`src/sv/acir_pkg.sv`:
```
// ----------------------------------------------------------------------------
// acir_pkg
// Types, timing constants and code tables for the air-conditioner IR encoder.
// ----------------------------------------------------------------------------
package acir_pkg;

   localparam int FRAME_BITS = 28;
   localparam int DUR_W      = 14;
   localparam int STEP_LAST  = 2 * FRAME_BITS + 2;
   localparam int STEP_W     = $clog2(STEP_LAST + 1);

   localparam logic [7:0] SIGNATURE   = 8'h88;
   localparam logic [5:0] TEMP_OFFSET = 6'd15;

   localparam logic [DUR_W-1:0] HDR_MARK_A  = 14'd8500;
   localparam logic [DUR_W-1:0] HDR_SPACE_A = 14'd4250;
   localparam logic [DUR_W-1:0] HDR_MARK_B  = 14'd3200;
   localparam logic [DUR_W-1:0] HDR_SPACE_B = 14'd9900;
   localparam logic [DUR_W-1:0] BIT_MARK_A  = 14'd550;
   localparam logic [DUR_W-1:0] BIT_MARK_B  = 14'd480;
   localparam logic [DUR_W-1:0] SPACE_ONE   = 14'd1600;
   localparam logic [DUR_W-1:0] SPACE_ZERO  = 14'd550;

   typedef enum logic [1:0] {
      OP_STATE  = 2'd0,
      OP_TOGGLE = 2'd1,
      OP_EXTRA  = 2'd2
   } acir_opcode_type;

   typedef enum logic [1:0] {
      CSR_MODEL_VARIANT = 2'd0,
      CSR_TEMP_MIN      = 2'd1,
      CSR_TEMP_MAX      = 2'd2
   } acir_csr_type;

   typedef struct packed {
      logic                  err;
      logic                  variant;
      logic [FRAME_BITS-1:0] word;
   } acir_cmd_type;

   function automatic logic [2:0] mode_code(input logic [2:0] mode);
      logic [2:0] code;
      case (mode)
         3'd2:    code = 3'd3;
         3'd3:    code = 3'd1;
         3'd4:    code = 3'd4;
         3'd5:    code = 3'd2;
         default: code = 3'd0;
      endcase
      return code;
   endfunction

   function automatic logic [3:0] fan_code(input logic [2:0] fan);
      logic [3:0] code;
      case (fan)
         3'd1:    code = 4'd1;
         3'd2:    code = 4'd2;
         3'd3:    code = 4'd4;
         default: code = 4'd5;
      endcase
      return code;
   endfunction

   function automatic logic [FRAME_BITS-1:0] toggle_word(input logic [1:0] idx);
      logic [FRAME_BITS-1:0] w;
      case (idx)
         2'd0:    w = 28'h88C0051;
         2'd1:    w = 28'h8810001;
         default: w = 28'h88C00A6;
      endcase
      return w;
   endfunction

   function automatic logic [FRAME_BITS-1:0] extra_word(input logic [2:0] idx);
      logic [FRAME_BITS-1:0] w;
      case (idx)
         3'd0:    w = 28'h8813048;
         3'd1:    w = 28'h8813059;
         3'd2:    w = 28'h881306A;
         3'd3:    w = 28'h881307B;
         3'd4:    w = 28'h881308C;
         3'd5:    w = 28'h881309D;
         3'd6:    w = 28'h881316B;
         default: w = 28'h881317C;
      endcase
      return w;
   endfunction

endpackage

```
`src/sv/acir_front.sv`:
```
// ----------------------------------------------------------------------------
// acir_front
// Holds the configuration registers, accepts requests, checks them and builds
// the frame word or an error command in one registered stage.
// ----------------------------------------------------------------------------
module acir_front (
   input  logic                 clock,
   input  logic                 reset,
   input  logic                 csr_we,
   input  logic [1:0]           csr_index,
   input  logic [4:0]           csr_wdata,
   input  logic                 req_push,
   output logic                 req_full,
   input  logic [1:0]           req_opcode,
   input  logic [2:0]           req_mode,
   input  logic [2:0]           req_fan,
   input  logic [5:0]           req_temperature,
   input  logic [3:0]           req_button_index,
   output logic                 q_push,
   output acir_pkg::acir_cmd_type q_data,
   input  logic                 q_full
);
   import acir_pkg::*;

   logic         variant_ff, variant_in;
   logic [4:0]   temp_min_ff, temp_min_in;
   logic [4:0]   temp_max_ff, temp_max_in;
   logic         valid_ff, valid_in;
   acir_cmd_type cmd_ff, cmd_in;
   logic         accept;
   logic [5:0]   t_lo, t_sat, t_off;
   logic [3:0]   t_field, f_field, chk;
   logic [2:0]   m_field;
   logic [FRAME_BITS-1:0] state_w;

   assign q_push   = valid_ff && !q_full;
   assign req_full = valid_ff && !q_push;
   assign accept   = req_push && !req_full;
   assign q_data   = cmd_ff;

   always_comb begin
      variant_in  = variant_ff;
      temp_min_in = temp_min_ff;
      temp_max_in = temp_max_ff;
      if (csr_we) begin
         case (csr_index)
            CSR_MODEL_VARIANT: variant_in  = csr_wdata[0];
            CSR_TEMP_MIN:      temp_min_in = csr_wdata;
            CSR_TEMP_MAX:      temp_max_in = csr_wdata;
            default:           ;
         endcase
      end
   end

   always_comb begin
      t_lo    = (req_temperature < {1'b0, temp_min_ff}) ? {1'b0, temp_min_ff} : req_temperature;
      t_sat   = (t_lo > {1'b0, temp_max_ff}) ? {1'b0, temp_max_ff} : t_lo;
      t_off   = t_sat - TEMP_OFFSET;
      t_field = t_off[3:0];
      m_field = mode_code(req_mode);
      f_field = fan_code(req_fan);
      chk     = f_field + t_field + {1'b0, m_field};
      state_w = {SIGNATURE, 4'd0, 1'b0, m_field, t_field, f_field, chk};
   end

   always_comb begin
      cmd_in.variant = variant_ff;
      cmd_in.err     = 1'b1;
      cmd_in.word    = '0;
      case (req_opcode)
         OP_STATE: begin
            if (req_mode inside {[3'd1:3'd5]}) begin
               cmd_in.err  = 1'b0;
               cmd_in.word = state_w;
            end
         end
         OP_TOGGLE: begin
            if (req_button_index < 4'd3) begin
               cmd_in.err  = 1'b0;
               cmd_in.word = toggle_word(req_button_index[1:0]);
            end
         end
         OP_EXTRA: begin
            if (req_button_index < 4'd8) begin
               cmd_in.err  = 1'b0;
               cmd_in.word = extra_word(req_button_index[2:0]);
            end
         end
         default: ;
      endcase
   end

   assign valid_in = accept || (valid_ff && !q_push);

   always_ff @(posedge clock) begin
      if (reset) begin
         variant_ff  <= 1'b0;
         temp_min_ff <= 5'd16;
         temp_max_ff <= 5'd30;
         valid_ff    <= 1'b0;
      end else begin
         variant_ff  <= variant_in;
         temp_min_ff <= temp_min_in;
         temp_max_ff <= temp_max_in;
         valid_ff    <= valid_in;
      end
   end

   always_ff @(posedge clock) begin
      if (accept) begin
         cmd_ff <= cmd_in;
      end
   end

endmodule

```
`src/sv/acir_queue.sv`:
```
// ----------------------------------------------------------------------------
// acir_queue
// Small command queue between the front and the back.
// ----------------------------------------------------------------------------
module acir_queue #(
   parameter int DEPTH = 2
) (
   input  logic                   clock,
   input  logic                   reset,
   input  logic                   push,
   input  acir_pkg::acir_cmd_type wr_data,
   output logic                   full,
   input  logic                   pop,
   output acir_pkg::acir_cmd_type rd_data,
   output logic                   empty
);
   import acir_pkg::*;

   localparam int PTR_W = (DEPTH > 2) ? $clog2(DEPTH) : 1;
   localparam int CNT_W = $clog2(DEPTH + 1);

   acir_cmd_type mem [DEPTH];
   logic [PTR_W-1:0] wr_ptr_ff, wr_ptr_in, rd_ptr_ff, rd_ptr_in;
   logic [CNT_W-1:0] count_ff, count_in;
   logic             do_push, do_pop;

   assign full    = (count_ff == CNT_W'(DEPTH));
   assign empty   = (count_ff == '0);
   assign do_push = push && !full;
   assign do_pop  = pop && !empty;
   assign rd_data = mem[rd_ptr_ff];

   always_comb begin
      wr_ptr_in = wr_ptr_ff;
      rd_ptr_in = rd_ptr_ff;
      count_in  = count_ff;
      if (do_push) begin
         wr_ptr_in = (wr_ptr_ff == PTR_W'(DEPTH - 1)) ? '0 : wr_ptr_ff + 1'b1;
      end
      if (do_pop) begin
         rd_ptr_in = (rd_ptr_ff == PTR_W'(DEPTH - 1)) ? '0 : rd_ptr_ff + 1'b1;
      end
      if (do_push && !do_pop) begin
         count_in = count_ff + 1'b1;
      end else if (do_pop && !do_push) begin
         count_in = count_ff - 1'b1;
      end
   end

   always_ff @(posedge clock) begin
      if (reset) begin
         wr_ptr_ff <= '0;
         rd_ptr_ff <= '0;
         count_ff  <= '0;
      end else begin
         wr_ptr_ff <= wr_ptr_in;
         rd_ptr_ff <= rd_ptr_in;
         count_ff  <= count_in;
      end
   end

   always_ff @(posedge clock) begin
      if (do_push) begin
         mem[wr_ptr_ff] <= wr_data;
      end
   end

endmodule

```
`src/sv/acir_back.sv`:
```
// ----------------------------------------------------------------------------
// acir_back
// Serialises one command into header, bit and trailer durations, or one error
// item, one item a cycle through an output register while it is not stalled.
// ----------------------------------------------------------------------------
module acir_back (
   input  logic                   clock,
   input  logic                   reset,
   input  logic                   q_empty,
   input  acir_pkg::acir_cmd_type q_data,
   output logic                   q_pop,
   output logic                   rsp_empty,
   input  logic                   rsp_pop,
   output logic [13:0]            rsp_duration_us,
   output logic                   rsp_is_mark,
   output logic                   rsp_last,
   output logic                   rsp_error
);
   import acir_pkg::*;

   logic                  active_ff, active_in;
   logic                  err_ff, variant_ff;
   logic [FRAME_BITS-1:0] word_ff;
   logic [STEP_W-1:0]     step_ff, step_in;
   logic                  out_valid_ff, out_valid_in;
   logic [DUR_W-1:0]      dur_ff, dur_in;
   logic                  mark_ff, mark_in, last_ff, last_in, oerr_ff;
   logic                  out_free, emit, done, last_now;
   logic [DUR_W-1:0]      mark_len;

   assign out_free = !out_valid_ff || rsp_pop;
   assign emit     = active_ff && out_free;
   assign last_now = err_ff || (step_ff == STEP_W'(STEP_LAST));
   assign done     = emit && last_now;
   assign q_pop    = !q_empty && (!active_ff || done);
   assign mark_len = variant_ff ? BIT_MARK_B : BIT_MARK_A;

   always_comb begin
      last_in = last_now;
      if (err_ff) begin
         dur_in  = '0;
         mark_in = 1'b0;
      end else if (step_ff == '0) begin
         dur_in  = variant_ff ? HDR_MARK_B : HDR_MARK_A;
         mark_in = 1'b1;
      end else if (step_ff == STEP_W'(1)) begin
         dur_in  = variant_ff ? HDR_SPACE_B : HDR_SPACE_A;
         mark_in = 1'b0;
      end else if (step_ff[0]) begin
         dur_in  = word_ff[FRAME_BITS-1] ? SPACE_ONE : SPACE_ZERO;
         mark_in = 1'b0;
      end else begin
         dur_in  = mark_len;
         mark_in = 1'b1;
      end
   end

   always_comb begin
      active_in    = q_pop ? 1'b1 : (done ? 1'b0 : active_ff);
      step_in      = q_pop ? '0 : (emit ? step_ff + 1'b1 : step_ff);
      out_valid_in = emit ? 1'b1 : (rsp_pop ? 1'b0 : out_valid_ff);
   end

   always_ff @(posedge clock) begin
      if (reset) begin
         active_ff    <= 1'b0;
         step_ff      <= '0;
         out_valid_ff <= 1'b0;
      end else begin
         active_ff    <= active_in;
         step_ff      <= step_in;
         out_valid_ff <= out_valid_in;
      end
   end

   always_ff @(posedge clock) begin
      if (q_pop) begin
         err_ff     <= q_data.err;
         variant_ff <= q_data.variant;
         word_ff    <= q_data.word;
      end else if (emit && step_ff[0] && step_ff != STEP_W'(1)) begin
         word_ff <= {word_ff[FRAME_BITS-2:0], 1'b0};
      end
      if (emit) begin
         dur_ff  <= dur_in;
         mark_ff <= mark_in;
         last_ff <= last_in;
         oerr_ff <= err_ff;
      end
   end

   assign rsp_empty       = !out_valid_ff;
   assign rsp_duration_us = dur_ff;
   assign rsp_is_mark     = mark_ff;
   assign rsp_last        = last_ff;
   assign rsp_error       = oerr_ff;

endmodule

```
`src/sv/ac_remote_ir_frame_encoder.sv`:
```
// ----------------------------------------------------------------------------
// ac_remote_ir_frame_encoder
// Pulse-distance infrared encoder for a 28-bit air-conditioner frame.
// ----------------------------------------------------------------------------
// Requests enter through a queue-like port: an item is taken when req_push is
// high and req_full is low. Each accepted request produces 59 duration items
// on the rsp_ port (header mark and space, 28 mark/space pairs, trailing mark),
// or a single item with rsp_error set when it is rejected. An item is taken
// when rsp_pop is high and rsp_empty is low; rsp_last marks the end of a run.
// A run's first item passes the front register, queue, serialiser command
// register and output register. The serialiser emits one item a cycle and
// pops the next request with a run's last item, so rejected requests pass one
// per cycle. The front stage and the command queue hold further requests
// while a run is in progress. Configuration is to be written through csr_we,
// csr_index and csr_wdata only while the block is idle; the block does not
// enforce this. Reset empties the queue and the output register and restores
// the standard timings and the 16 to 30 degree limits. When the receiver
// stalls, the output item holds and the queue fills until req_full rises.
// ----------------------------------------------------------------------------
module ac_remote_ir_frame_encoder #(
   parameter int QUEUE_DEPTH = 2
) (
   input  logic        clock,
   input  logic        reset,
   input  logic        csr_we,
   input  logic [1:0]  csr_index,
   input  logic [4:0]  csr_wdata,
   input  logic        req_push,
   output logic        req_full,
   input  logic [1:0]  req_opcode,
   input  logic [2:0]  req_mode,
   input  logic [2:0]  req_fan,
   input  logic [5:0]  req_temperature,
   input  logic [3:0]  req_button_index,
   output logic        rsp_empty,
   input  logic        rsp_pop,
   output logic [13:0] rsp_duration_us,
   output logic        rsp_is_mark,
   output logic        rsp_last,
   output logic        rsp_error
);
   import acir_pkg::*;

   logic         q_push, q_full, q_pop, q_empty;
   acir_cmd_type q_wr_data, q_rd_data;

   acir_front u_front (
      .clock            (clock),
      .reset            (reset),
      .csr_we           (csr_we),
      .csr_index        (csr_index),
      .csr_wdata        (csr_wdata),
      .req_push         (req_push),
      .req_full         (req_full),
      .req_opcode       (req_opcode),
      .req_mode         (req_mode),
      .req_fan          (req_fan),
      .req_temperature  (req_temperature),
      .req_button_index (req_button_index),
      .q_push           (q_push),
      .q_data           (q_wr_data),
      .q_full           (q_full)
   );

   acir_queue #(
      .DEPTH (QUEUE_DEPTH)
   ) u_queue (
      .clock   (clock),
      .reset   (reset),
      .push    (q_push),
      .wr_data (q_wr_data),
      .full    (q_full),
      .pop     (q_pop),
      .rd_data (q_rd_data),
      .empty   (q_empty)
   );

   acir_back u_back (
      .clock           (clock),
      .reset           (reset),
      .q_empty         (q_empty),
      .q_data          (q_rd_data),
      .q_pop           (q_pop),
      .rsp_empty       (rsp_empty),
      .rsp_pop         (rsp_pop),
      .rsp_duration_us (rsp_duration_us),
      .rsp_is_mark     (rsp_is_mark),
      .rsp_last        (rsp_last),
      .rsp_error       (rsp_error)
   );

endmodule

```
`config.mk`:
```
export PLATFORM = sky130hd
export DESIGN_NAME = ac_remote_ir_frame_encoder
export DESIGN_NICKNAME = d
export VERILOG_FILES = /design/src/sv/acir_pkg.sv /design/src/sv/acir_front.sv /design/src/sv/acir_queue.sv /design/src/sv/acir_back.sv /design/src/sv/ac_remote_ir_frame_encoder.sv
export SDC_FILE = /design/constraint.sdc
export NUM_CORES = 1
export LEC_CHECK = 0
export ABC_AREA = 1
export ABC_CLOCK_PERIOD_IN_PS = 4200
export BUFFER_PORTS_ARGS = -buffer_cell sky130_fd_sc_hd__buf_2
export CAP_MARGIN = 10
export CORE_MARGIN = 1
export CORE_UTILIZATION = 54
export CTS_CLUSTER_SIZE = 24
export DETAILED_ROUTE_END_ITERATION = 6
export PLACE_DENSITY = 0.76
export SYNTH_ARGS = -nofsm -noshare
export SYNTH_HDL_FRONTEND = slang
export SYNTH_SLANG_ARGS = --single-unit
```
`constraint.sdc`:
```
create_clock -name clock -period 4.2 [get_ports clock]
set_clock_uncertainty 0.05 [all_clocks]
set_input_delay 0.63 -clock clock [delete_from_list [all_inputs] [get_ports clock]]
set_output_delay 0.63 -clock clock [all_outputs]
set_load 0.02 [all_outputs]
```
==> results of run 1 <==
## per-layer routing
layer	wire length, um	part of all wire [%]	global-route usage, %	up-vias
li1	-	-	-	2059
met1	4627	40	24.71	1986
met2	6242	54	39.64	139
met3	470	4.1	5.702	13
met4	170	1.5	7.540	0
met5	0	0	0	-
## worst paths after layout
kind / from / end / depth (start not counted)
worst min register to register: u_front.q_data[11] / u_queue.mem[1][11] / 0
worst max-delay path: u_front.temp_min_ff[3] / u_front.q_data[2] / 26
worst min-delay path: reset / u_back.active_ff / 2
worst max register to register: u_front.temp_min_ff[3] / u_front.q_data[2] / 26
## kinds of logic after synthesis
kind of cell / count (synthesis)
AOI/OAI and AO/OA: 71
buffers and inverters: 94
other: 1
xor gates and xnor gates: 6
DFF: 131
and+or+nand+nor: 238
adders and majority gates: 20
## area by class of cell
type                    count  share of cell area (%)
clock buffers              17                   5.732
clock inverters            15                   2.043
inverters                  83                   4.346
multi-input cells         336                   27.41
flip-flops and latches    131                   51.01
well taps                 136                   2.355
repair buffers             83                   7.100
## worst max-delay path, stage by stage, from the launching register on
cell and delay [ns]:
dfxtp_2 0.35, inv_2 0.06, ha_4 0.21, nand2_2 0.06, nand2_2 0.06, a21oi_4 0.26, nand2_4 0.11, nand2_1 0.07
o21ai_1 0.06, ha_1 0.32, nand2_2 0.11, nor2_4 0.05, nand2_2 0.05, nand3_2 0.09, nand2_4 0.12, inv_4 0.06
nand2_4 0.07, nand2_4 0.05, ha_4 0.25, inv_2 0.04, fa_1 0.48, inv_2 0.09, ha_4 0.13, inv_2 0.04
fa_2 0.57, o22ai_2 0.08, or2_4 0.23
## state kept, by name, summed over array words and instances, names as in the netlist, 2 cells and up, named ones only
register and count:
u_queue.mem 40, u_back.word_ff 28, u_front.q_data 20, u_back.rsp_duration_us 13, u_back.step_ff 6, u_front.temp_max_ff 5, u_front.temp_min_ff 5, u_queue.count_ff 2
## power by group
| part | total [mW] | leakage (nW) | switching (mW) | internal (mW) |
|---|---|---|---|---|
| clock | 1.36 | 0.262 | 0.564 | 0.796 |
| combinational | 1.19 | 1.55 | 0.813 | 0.382 |
| sequential | 2.02 | 1.22 | 0.139 | 1.88 |
## Yosys cell counts (2+ instances only)
cell type  count  share of area [%]
fa_1           4                1.4
nand3_1       21                1.8
xor2_1         5               0.75
inv_2          3               0.19
ha_1          16                3.4
nor2_1        59                3.8
nand2_2        6               0.64
buf_4          3               0.39
o211ai_1       8                1.0
nand3_2        4               0.68
edfxtp_1     106                 54
dfxtp_1       25                8.6
buf_2          2               0.17
inv_1         80                5.1
o22ai_1        2               0.21
clkbuf_1       6               0.39
a31oi_1       16                1.7
o21ai_0       20                1.7
nand2_4        4               0.77
nor3_1        10               0.86
a21oi_1       18                1.5
nand2_1      124                8.0
## per-stage QoR
stage / TNS (ns) / setup WS [ns] / instances / util, % / area [um^2]
global route: -0.6468 / -0.3591 / 801 / 69.37 / 7226
detailed placement: -0.9260 / -0.4891 / 763 / 62.33 / 6492
CTS: -0.05577 / -0.05410 / 798 / 68.20 / 7104
floorplan: -0.2343 / -0.1457 / 561 / - / 5913
finish: -0.2669 / -0.1820 / 801 / 69.37 / 7226
global placement: -0.5367 / -0.2924 / 763 / 62.33 / 6492
## repair_timing
action,CTS,global route
endpoints found under the setup margin,2,2
buffers inserted,3,3
resized for setup,8,23
pin swaps,8,18
hold buffers,0,0
==> impl_metrics.yaml, run 1 <==
timing:
  setup_ws_ns: -0.1820
  slew_headroom_pct: 48.50
  maxSlewViolCount: 0
  period_needed_ns: 4.382
  hold_viol: 0
  setup_viol: 2
  fin_crit_sh_pct: 104.3
  tightest_slew_ns: 0.7717
  hold_slack_ns: 0.2876
  rsz0062_at_grt: "true"
  fmax_mhz: 228.2
synth:
  synth_fa_ha_area_share_pct: 4.792
  synth_xor_area_share_pct: 0.8986
  ys_ff_latch: 131
  ys.flop_type: "edfxtp_1"
  yosys_warnings: 0
  synth.distinct_cells: 41
  syn_avg_cell_area_um2: 10.42
  seq_area_frac_synth_pct: 62.99
  synth_top_family_by_area: "simple AND/OR/NAND/NOR gates"
  synth_area_um2: 5848
  synth_nets: 611
  synth-edff-count: 106
  synthArstFlopShare_pct: 0
  synth_simple_gate_area_share_pct: 17.72
  netlist_instances: 561
  synthMuxAreaShare_pct: 0
  synth_compound_area_share_pct: 7.274
drt:
  vias: 4197
  ant_nets: 0
  drc: 0
  via_per_inst: 5.240
  first_pass_iters: 6
  wl_mm: 11.51
  drt_iter0_markers: 245
  routedWlPerCell_um: 14.37
finish:
  final_nets: 702
  layout_commonest_cell: "nand2_1"
  layout_common_cells: "115 x nand2_1, 106 x edfxtp_1, 73 x inv_1"
  multi_input_area_um2: 1981
  final_layout_size_suffix_gt1_share_pct: 25.71
  antenna_cells: 0
  fillers: 733
  syn_to_final_growth_pct: 23.56
  seq_area_um2: 3686
global_route:
  grt_max_degree: 46
  grt_antenna_before_repair: 0
  grt_pass1_vias: 4093
  grt_first_pass_wirelength_mm: 18.81
  grt_util_all_layers_pct: 21.80
  gr-total-overflow: 0
cts:
  cts_root_buf: "clkbuf_8"
  cts_sinks: 131
  cts_tree: "done"
  clock_latency_ns: 0.51
  clk_pin_slew_worst_paths_ns: 0.06
  clockBufferDepth: 2
  htreeDepth: 4
  numCtsBuffers: 17
worst_setup_path:
  r2r_slack_ns: -0.18
  crit_fanout: 6
  crit_type: "reg2reg"
  crit_required_ns: 4.42
  endpoint_kind: "flop"
  arrival_ns: 4.60
  startpoint_type: "flop"
floorplan:
  die_h_um: 106.1
  start_util_pct: 56.14
  die_x_um: 106.1
  dieArea_um2: 11250
  io_pins: 49
  rows: 37
  fp.coreArea_um2: 10420
place:
  dp_hpwl_mm: 7.419
  io_buffer_count: 47
  gp_congestion: 0.9132
outcome:
  status: "finished, violations left"
  failed_checks: "setup timing"
power:
  powerDensity_nw_per_um2: 633.0
  p_leak_nw: 3.032
  peakVddDrop_mv: 0.2997
  p_total_mw: 4.574
hold_path:
  hp-class: "in2reg"
flow_run:
  cap_violations: 0
No activity file was read; power rests on OpenSTA's default activity.
==> run 2: changes to the inputs <==
Settings changed: RECOVER_POWER from default to 50.
==> run 2 against run 1 <==
Effect of this change:
- the flow still finishes with violations (setup timing)
- worst setup slack worse by 0.0068 ns
- register-to-register slack barely moved
- final cell count did not move
- core utilization is 0.31 points lower
- combinational power hardly changed
- critical path depth unchanged
- highest routed layer unchanged
- cell area shrank 0.45%
- critical path type unchanged
==> impl_metrics.yaml, run 2 (synthesized netlist as in run 1, its figures left out) <==
place:
  gp_congestion: 0.9132
  placed_area_um2: 6492
  io_buffer_count: 47
  dp_hpwl_mm: 7.419
  dpl.cell_count: 763
  place_worst_setup_slack_ns: -0.4891
timing:
  period_needed_ns: 4.389
  hold_viol: 0
  fmax_mhz: 227.9
  maxSlewViolCount: 0
  fin_setup_tns_ns: -0.2835
  setup_ws_ns: -0.1888
  rsz0062_at_grt: "true"
  setup_viol: 2
  tightest_slew_ns: 0.9685
  fin_crit_sh_pct: 104.5
  hold_slack_ns: 0.2919
  slew_headroom_pct: 34.94
power:
  p_total_mw: 4.556
  p_leak_nw: 2.970
  peakVddDrop_mv: 0.2982
  powerDensity_nw_per_um2: 633.4
finish:
  final_area_um2: 7193
  syn_to_final_growth_pct: 23.00
  final_core_util_pct: 69.06
  antenna_cells: 0
  fillers: 749
  final_nets: 702
  layout_commonest_cell: "nand2_1"
  regMostFlops: "u_queue.mem"
  layout_common_cells: "115 x nand2_1, 106 x edfxtp_1, 73 x inv_1"
  largest_register_ffs: 40
  final_layout_size_suffix_gt1_share_pct: 22.11
  instances_no_fill: 801
global_route:
  grt_antenna_before_repair: 0
  grt_max_degree: 46
  grt_first_pass_wirelength_mm: 18.81
  grt_pass1_vias: 4093
  gr-total-overflow: 0
  grt_util_all_layers_pct: 21.80
drt:
  drc: 0
  vias: 4192
  via_per_inst: 5.233
  routedWlPerCell_um: 14.33
  first_pass_iters: 5
  ant_nets: 0
  drt_iter0_markers: 264
  wl_mm: 11.48
worst_setup_path:
  startpoint_type: "flop"
  endpoint_kind: "flop"
  crit_required_ns: 4.41
  crit_type: "reg2reg"
  crit_fanout: 6
  cp_slowest_cell: "fa_2"
  arrival_ns: 4.60
  max_stage_delay_ns: 0.57
cts:
  clk_pin_slew_worst_paths_ns: 0.06
  cts_root_buf: "clkbuf_8"
  clock_latency_ns: 0.51
  numCtsBuffers: 17
  cts_sinks: 131
  clockBufferDepth: 2
  cts_tree: "done"
  postCtsHoldBufs: 0
  htreeDepth: 4
floorplan:
  die_h_um: 106.1
  rows: 37
  start_util_pct: 56.14
  fp.coreArea_um2: 10420
  dieArea_um2: 11250
  die_x_um: 106.1
  io_pins: 49
outcome:
  failed_checks: "setup timing"
  status: "finished, violations left"
flow_run:
  cap_violations: 0
hold_path:
  hp-class: "in2reg"
## run 2: cell type report
type                    count  area, um^2  share of cell area [%]
clock inverters            15       147.6                   2.053
multi-input cells         336        1976                   27.47
clock buffers              17       414.1                   5.758
inverters                  83       314.1                   4.366
repair buffers             83       485.5                   6.749
flip-flops and latches    131        3686                   51.24
well taps                 136       170.2                   2.366
## run 2: per-layer routing
| metal | share of wire [%] | track usage (%) | wire (um) | up-vias |
|---|---|---|---|---|
| li1 | - | - | - | 2059 |
| met1 | 40 | 24.71 | 4608 | 1989 |
| met2 | 54 | 39.64 | 6223 | 131 |
| met3 | 4.2 | 5.702 | 480 | 13 |
| met4 | 1.5 | 7.540 | 170 | 0 |
| met5 | 0 | 0 | 0 | - |
## run 2: power by group
group	leakage (nW)	internal, mW	total [mW]	switching [mW]
clock network	0.262	0.796	1.36	0.564
logic	1.49	0.366	1.17	0.809
registers	1.22	1.88	2.02	0.141
total	2.97	3.04	4.56	1.51
## run 2: path summary, 6_finish.rpt
| check | endpoint | depth (start not counted) | start | slack [ns] |
|---|---|---|---|---|
| worst max-delay path | u_front.q_data[2] | 26 | u_front.temp_min_ff[3] | -0.19 |
| worst min-delay path | u_back.active_ff | 2 | reset | 0.29 |
| worst max register to register | u_front.q_data[2] | 26 | u_front.temp_min_ff[3] | -0.19 |
| worst min register to register | u_queue.mem[1][11] | 0 | u_front.q_data[11] | 0.39 |
## run 2: critical path: cells and delay by family, from the launching register on
kind / cells / cell delay (ns)
compound gates: 3 / 0.40
fa+ha+maj: 6 / 1.97
buf+inv: 5 / 0.29
flops: 1 / 0.35
simple gates: 12 / 1.07
## run 2: timing repair
action                     CTS  global route
setup buffers                3             3
resized for setup            8            23
setup endpoints to repair    2             2
pin swaps                    8            18
cloned                       0             0
